**config.mk**
```make
export PLATFORM = sky130hd
export DESIGN_NAME = scale_weight_frame_parser_unit
export DESIGN_NICKNAME = d
export VERILOG_FILES = /design/src/swfp_pkg.sv /design/src/scale_weight_frame_parser_unit.sv
export SDC_FILE = /design/constraint.sdc
export NUM_CORES = 1
export LEC_CHECK = 0
export BUFFER_PORTS_ARGS = -buffer_cell sky130_fd_sc_hd__clkbuf_2
export CAP_MARGIN = 10
export CORE_MARGIN = 4
export CORE_UTILIZATION = 65
export DETAILED_ROUTE_END_ITERATION = 8
export PLACE_DENSITY = 0.83
export SLEW_MARGIN = 20
export SYNTH_ARGS = -nofsm -noshare
export SYNTH_HDL_FRONTEND = slang
export SYNTH_SLANG_ARGS = --single-unit
export TNS_END_PERCENT = 20
```
**constraint.sdc**
```tcl
create_clock -name clk_i -period 16 [get_ports clk_i]
set_input_delay 0.8 -clock clk_i [delete_from_list [all_inputs] [get_ports clk_i]]
set_output_delay 0.8 -clock clk_i [all_outputs]
set_load 0.01 [all_outputs]
```
**src/swfp_pkg.sv**
```systemverilog
// ---------------------------------------------------------------------------
// swfp_pkg: shared types and constants for the scale weight frame parser
// Frame delimiters, ASCII codes, digit weights and the result record.
// ---------------------------------------------------------------------------
`default_nettype none

package swfp_pkg;

  // Byte and frame geometry
  localparam int unsigned ByteW    = 8;
  localparam int unsigned WinLen   = 11;
  localparam int unsigned NumDigit = 6;

  // Field widths of one result
  localparam int unsigned WeightW  = 26;
  localparam int unsigned DecW     = 4;
  localparam int unsigned OutDataW = 32;

  // Frame window positions (entry 0 is the oldest byte)
  localparam int unsigned PosSign  = 1;
  localparam int unsigned PosFirst = 2;
  localparam int unsigned PosLast  = 7;
  localparam int unsigned PosDec   = 8;

  // Byte codes
  localparam logic [ByteW-1:0] StxByte   = 8'h02;
  localparam logic [ByteW-1:0] EtxByte   = 8'h03;
  localparam logic [ByteW-1:0] MinusByte = 8'h2D;
  localparam logic [ByteW-1:0] AsciiZero = 8'h30;
  localparam logic [ByteW-1:0] AsciiNine = 8'h39;
  localparam logic [ByteW-1:0] AsciiDecMax = 8'h3F;  // '0' + 15

  // Raw byte sum is reduced by '0' times (10^5 + ... + 1)
  localparam logic [WeightW:0] ZeroOffset = 27'd5333328;
  localparam logic [DecW-1:0]  DecSat     = 4'd15;

  // Digit weights, most significant first
  localparam logic [16:0] PowTen [NumDigit] = '{
    17'd100000, 17'd10000, 17'd1000, 17'd100, 17'd10, 17'd1
  };

  // One parsed frame
  typedef struct packed {
    logic                      digit_error;
    logic                      decimals_saturated;
    logic [DecW-1:0]           decimals;
    logic signed [WeightW-1:0] weight;
  } result_t;

endpackage

`default_nettype wire

```
**src/scale_weight_frame_parser_unit.sv**
```systemverilog
// ---------------------------------------------------------------------------
// scale_weight_frame_parser_unit: ASCII weighing indicator frame parser
// Scans a byte stream for STX ... ETX frames and turns each into a weight.
// ---------------------------------------------------------------------------
// Usage:
//   s_axis_* carries received bytes, one per request. The last eleven bytes
//   are held in a shift window; when an ETX byte arrives and the oldest
//   window byte is STX, the twelve bytes form a frame and one result request
//   is issued on m_axis_*. Other bytes produce no output.
//   cfg_we_i/cfg_wdata_i write the reverse_digits bit; write only while idle.
// Throughput: one input byte per cycle while s_axis_tready is high, set by
//   the single result register stage; the conversion is six constant
//   multiply-adds in combinational logic. A frame result is registered in
//   the result register, or in the skid register if the result register stalls.
// Stall: a skid register behind the result register holds one extra
//   result, so input is still taken while a result waits. s_axis_tready
//   drops only when both are full.
// Reset: rst_ni clears the byte window (no frame can match until eleven
//   bytes have arrived), the output valids and reverse_digits.
// ---------------------------------------------------------------------------
`default_nettype none

module scale_weight_frame_parser_unit (
  input  wire logic                          clk_i,
  input  wire logic                          rst_ni,
  // Configuration: bit 0 = reverse_digits
  input  wire logic                          cfg_we_i,
  input  wire logic                          cfg_wdata_i,
  // Input stream
  input  wire logic                          s_axis_tvalid,
  output logic                               s_axis_tready,
  input  wire logic [swfp_pkg::ByteW-1:0]    s_axis_tdata,   // [7:0] rx_byte
  // Output stream
  output logic                               m_axis_tvalid,
  input  wire logic                          m_axis_tready,
  // [25:0] weight, [29:26] decimals, [30] decimals_saturated, [31] digit_error
  output logic [swfp_pkg::OutDataW-1:0]      m_axis_tdata
);
  import swfp_pkg::*;

  logic [ByteW-1:0] win_q [WinLen];
  logic             rev_q;
  logic             s_fire, m_fire, frame_hit;
  result_t          res;
  result_t          out_q, skid_q;
  logic             out_valid_q, skid_valid_q;

  // Configuration register
  always_ff @(posedge clk_i or negedge rst_ni) begin
    if (!rst_ni) begin
      rev_q <= 1'b0;
    end else if (cfg_we_i) begin
      rev_q <= cfg_wdata_i;
    end
  end

  assign s_axis_tready = !skid_valid_q;
  assign s_fire        = s_axis_tvalid && s_axis_tready;
  assign m_fire        = out_valid_q && m_axis_tready;

  // Byte window: shift in on each accepted byte
  always_ff @(posedge clk_i or negedge rst_ni) begin
    if (!rst_ni) begin
      for (int i = 0; i < WinLen; i++) begin
        win_q[i] <= '0;
      end
    end else if (s_fire) begin
      for (int i = 0; i < WinLen - 1; i++) begin
        win_q[i] <= win_q[i+1];
      end
      win_q[WinLen-1] <= s_axis_tdata;
    end
  end

  assign frame_hit = (s_axis_tdata == EtxByte) && (win_q[0] == StxByte);

  // Frame conversion
  always_comb begin
    logic [ByteW-1:0]  dig;
    logic [WeightW:0]  raw_sum;
    logic [WeightW:0]  mag;
    logic              derr;
    logic [ByteW-1:0]  dec_b;
    raw_sum = '0;
    derr    = 1'b0;
    for (int i = 0; i < NumDigit; i++) begin
      dig = rev_q ? win_q[PosLast - i] : win_q[PosFirst + i];
      if (dig < AsciiZero || dig > AsciiNine) begin
        derr = 1'b1;
      end
      raw_sum = raw_sum + ((WeightW+1)'(dig) * (WeightW+1)'(PowTen[i]));
    end
    mag = raw_sum - ZeroOffset;
    res.weight      = (win_q[PosSign] == MinusByte) ? WeightW'(-mag) : WeightW'(mag);
    res.digit_error = derr;

    // Decimal count: clamp to 0..15
    dec_b = win_q[PosDec];
    if (dec_b < AsciiZero) begin
      res.decimals           = '0;
      res.decimals_saturated = 1'b0;
    end else if (dec_b > AsciiDecMax) begin
      res.decimals           = DecSat;
      res.decimals_saturated = 1'b1;
    end else begin
      res.decimals           = DecW'(dec_b - AsciiZero);
      res.decimals_saturated = 1'b0;
    end
  end

  // Result register with skid stage
  always_ff @(posedge clk_i or negedge rst_ni) begin
    if (!rst_ni) begin
      out_valid_q  <= 1'b0;
      skid_valid_q <= 1'b0;
    end else if (skid_valid_q) begin
      if (m_fire) begin
        skid_valid_q <= 1'b0;
      end
    end else if (out_valid_q && !m_fire) begin
      if (s_fire && frame_hit) begin
        skid_valid_q <= 1'b1;
      end
    end else begin
      out_valid_q <= s_fire && frame_hit;
    end
  end

  // Payload registers
  always_ff @(posedge clk_i) begin
    if (skid_valid_q) begin
      if (m_fire) begin
        out_q <= skid_q;
      end
    end else if (out_valid_q && !m_fire) begin
      if (s_fire && frame_hit) begin
        skid_q <= res;
      end
    end else if (s_fire && frame_hit) begin
      out_q <= res;
    end
  end

  assign m_axis_tvalid = out_valid_q;
  assign m_axis_tdata  = out_q;

endmodule

`default_nettype wire

```
# Word level (Yosys, flattened, before mapping)
# Cells that the tools add are included.
# word_totals
ff_bits	155
elab_cells	96
out_inout_bits	34
# classes
order_cmp	14
add_sub_neg	8
n_eq_ne	5
multipliers	5
mux	23
bitwise	2
n_reduce_logical	17
# ops
op	count
$mux W32	4
$gt A8 B6 Y1 const B	7
$lt A8 B6 Y1 const B	7
$mux W8	6
$add A25 B22 Y26	1
$add A26 B12 Y26	1
$add A26 B15 Y26	1
$add A26 B18 Y26	1
$add A26 B8 Y26	1
$mux W26	1
$neg A26 Y26	1
$sub A26 B23 Y26 const B	1
$mul A8 B12 Y20 const B	1
$mul A8 B10 Y18 const B	1
$eq A8 B2 Y1 const B	2
$mul A8 B7 Y15 const B	1
$mul A8 B5 Y13 const B	1
$mul A8 B3 Y11 const B	1
$mux W1	10
$mux W5	2
$eq A8 B6 Y1 const B	1
$logic_or A1 B1 Y1	6
$reduce_and A3 Y1	2
$logic_and A1 B1 Y1	5
6 further kinds	9

# Longest topological paths before layout
# logic_depth
ltp_word	13
depth_mapped	39

# Worst setup path before layout
# No wires, ideal clock.
# synth_path
kind	reg2reg
start	register rev_q
end	register out_q, in the netlist m_axis_tdata[25], data pin
arrival_time_ns	9.323
setup_time_ns	0.260
synth_period_minus_slack_ns	9.583
n_path_buf	3
path_slack_ns	6.417
path_stages_with_launch	38
required_ns	15.740
path_cell_list	dfrtp_1 -> clkbuf_1 -> clkbuf_1 -> buf_1 -> mux2i_1 -> inv_1 -> fa_1 -> xor2_1 -> ha_1 -> fa_1 -> inv_1 -> fa_1 -> inv_1 -> ha_1 -> o21ai_0 -> a21boi_0 -> o21ai_0 -> a21boi_0 -> [... 2 more ...] -> xnor2_1 -> fa_1 -> inv_1 -> fa_1 -> inv_1 -> ha_1 -> ha_1 -> ha_1 -> or3_1 -> o22ai_1 -> a211oi_1 -> o2111a_1 -> a311oi_1 -> and2_1 -> nor4b_4 -> a41oi_1 -> xnor2_1 -> mux2_2
# synth_rtl
item	line_no	rtl
start: declaration	scale_weight_frame_parser_unit.sv:42	logic rev_q;
start signal: assignment	scale_weight_frame_parser_unit.sv:53	rev_q <= cfg_wdata_i;
end signal: assignment	scale_weight_frame_parser_unit.sv:133	out_q <= skid_q;
end signal: assignment	scale_weight_frame_parser_unit.sv:140	out_q <= res;
end: declaration	scale_weight_frame_parser_unit.sv:45	result_t out_q, skid_q;

==> results.md <==
* Status: finished, final reports clean
* Multi-input logic area at 9683 um2
* Syn Inst Count at 1347
* Clock sink count at 155
* Critical path startpoint category: register
* Number of port buffers at 47
* Hold_ws at 0.2955 ns
* Initial DRC Count at 523
* Worst-margin pin slew at 0.9653 ns
* RSZ-0062 raised after global routing: false
* Mapped Nets at 1715
* Share of cells above drive strength 1 at 17.30%
* Core area at about 22000 um2
* Cts bufs inserted at 17
* Yosys reg bits at 155
* Clk slew on worst S/H paths at 0.08 ns
* Vias at 9819
* GRT Total Usage at 24.88%
* Most frequent cells in the layout: ha_1 (265), inv_1 (223), mux2_2 (137)
* Worst-Skew Late Latency at 0.44 ns
* Buffer depth of the longest clock path at 2
* Vias/cell at 5.810
* Synth warn at 0
* Synthesized cell area at 14800 um2
* # rows at 54
* Crit path largest cell delay at 0.62 ns
* Register area share after synthesis at 28.37%
* Total area of sequential cells at 4200 um2
* Crit-path slowest cell: fa_1
* GPL Wtd Cong at ~0.96
* IO Pins at 48
* DR pass1 iterations at 5
* Antenna Nets Post-Route at 0
* WP buf/inv at 5
* Clock Skew at 0.01480 ns
* CP Class: reg -> reg
* Crit-path max FO at 15
* Max Clock Freq at 104.2 MHz
* Hold WC Path Type: in -> async
* Die Height at 158.9 um
* Post-synth EDFFs at 64
* Max Cap Viol at 0
* Most common cell after layout, fill and taps aside: ha_1
* TritonCTS clock tree: built
* Fin. Hold Viols at 0
* Width of the die at around 160 um
* Die area at between 20000 and 30000 um2
* Fin worst setup slack at about 6.4 ns
* Starting density of the core at 67.00%
* Largest delay contributor family on the critical path: adder cells
* # resized after CTS at 0
* Total gr overflow at 0
* Post-CTS setup buffers at 0
* DP Worst Slack at 6.503 ns
* # nets final at 1765
* Fin crit share at 59.95%
* CTS H-tree lvls at 4
* Number of fill cells in the layout at 1505
* Detailed placer's ending HPWL at 24170 um
* Time the worst path needs with I/O delays and setup at 9.593 ns
* Mapped Avg Cell Area at 10.99 um2
* Worst Path Arrival at ~9.8 ns
* Post-CTS Hold Buffers at 0
* Diode count at 0
* Worst Path Required at 16.19 ns
* DRC viols at 0
* Largest net degree at the start of global routing at ~60
* Synth unique cells at 67
* Area delta synth->final at 8.064%
* Fin. max-slew vios at 0
* Routed len/inst at 18.10 um
* # setup viols final at 0
* Slew HR at between 30% and 40%
* Ys flop type: dfrtp_1
* Routed Wire Length at ~31000 um
* Critical path capture point type: register
* Initial antenna violation count at 0
* Vias in the first global route at between 10k and 15k
* First-pass GRT wire length at around 51000 um
* Async set-reset flop share out of synthesis at 58.71%
* Final TNS setup at 0 ns
* Clock root buffer: clkbuf_16
-- metal layers --
metal	GRT usage, %	wire, um	up-vias
met5	0	0	-
met4	8.047	773	0
met3	3.758	1398	55
met2	42.17	14750	246
li1	-	-	4726
met1	33.20	13660	4792
-- cell families (layout without fill, tap and decap cells) --
group | count (synthesis) | count (layout) | synth area share [%]
adder cells (fa/ha/maj) | 354 | 354 | 34.44
AND/OR/NAND/NOR | 189 | 189 | 6.737
AO/OA/AOI/OAI | 155 | 155 | 7.033
flip-flops | 155 | 155 | 28.37
buffers and inverters | 248 | 311 | 6.289
multiplexers | 164 | 164 | 12.28
XOR/XNOR | 82 | 82 | 4.852
-- state kept, by name (all words and copies together), names as in the netlist --
name,cells
m_axis_tvalid,1
rev_q,1
skid_valid_q,1
win_q,88
skid_q,32
m_axis_tdata,32
-- final timing paths --
kind	slack, ns	end	startpoint	cells past startpoint
worst max-delay path	6.41	m_axis_tdata[25]$_DFFE_PP_	rev_q$_DFFE_PN0P_	34
worst min-delay path	0.30	win_q[21]$_DFFE_PN0P_	rst_ni	1
worst max register to register	6.41	m_axis_tdata[25]$_DFFE_PP_	rev_q$_DFFE_PN0P_	34
worst min register to register	0.50	win_q[11]$_DFFE_PN0P_	win_q[3]$_DFFE_PN0P_	1
max in group asynchronous	14.59	rev_q$_DFFE_PN0P_	rst_ni	2
min in group clk_i	0.50	win_q[11]$_DFFE_PN0P_	win_q[3]$_DFFE_PN0P_	1
-- area by class of cell --
type	count	area share [%]
multi-input combinational	944	60.54
sequential	155	26.26
inverter	224	5.257
clock buffer	17	2.660
tap	280	2.190
timing repair buffer	55	1.862
clock inverter	15	1.236
-- worst reg2reg max path: cells and delay by family (launching register included) --
kind	cells	cell delay, ns
buf+inv	5	0.44
mux	2	0.65
flops	1	0.59
simple gates	4	0.95
xor+xnor	3	0.50
fa+ha+maj	10	4.07
compound gates	10	2.15
-- synthesized netlist by cell type (all sizes together), types with 6 or more instances --
| master | instances | area share [%] |
|---|---|---|
| nand4 | 7 | 0.30 |
| nand3 | 11 | 0.41 |
| inv | 224 | 5.7 |
| mux2 | 138 | 11 |
| or4 | 6 | 0.33 |
| xor2 | 27 | 1.6 |
| o21a | 8 | 0.41 |
| nor4 | 8 | 0.44 |
| o21bai | 9 | 0.46 |
| ha | 265 | 22 |
| a211oi | 6 | 0.34 |
| nor3 | 15 | 0.51 |
| nor2 | 43 | 1.1 |
| fa | 89 | 12 |
| buf | 12 | 0.30 |
| edfxtp | 64 | 13 |
| o21ai | 26 | 0.88 |
| xnor2 | 55 | 3.3 |
| nand2 | 49 | 1.2 |
| a21oi | 48 | 1.6 |
| nor2b | 14 | 0.59 |
| dfrtp | 91 | 15 |
| clkbuf | 12 | 0.30 |
| nand2b | 13 | 0.55 |
| mux2i | 26 | 1.8 |
| a21o | 14 | 0.71 |
-- metrics by stage --
step                std cells  cell area, um2  utilization [%]
floorplan                1347           14800                -
global placement         1658           15370            69.58
detailed placement       1658           15370            69.58
CTS                      1690           16000            72.40
global route             1690           16000            72.40
finish                   1690           16000            72.40
Power is left out: the tool's default activity adds up to more than one toggle a clock period on the data nets, which glitch-free logic cannot reach.
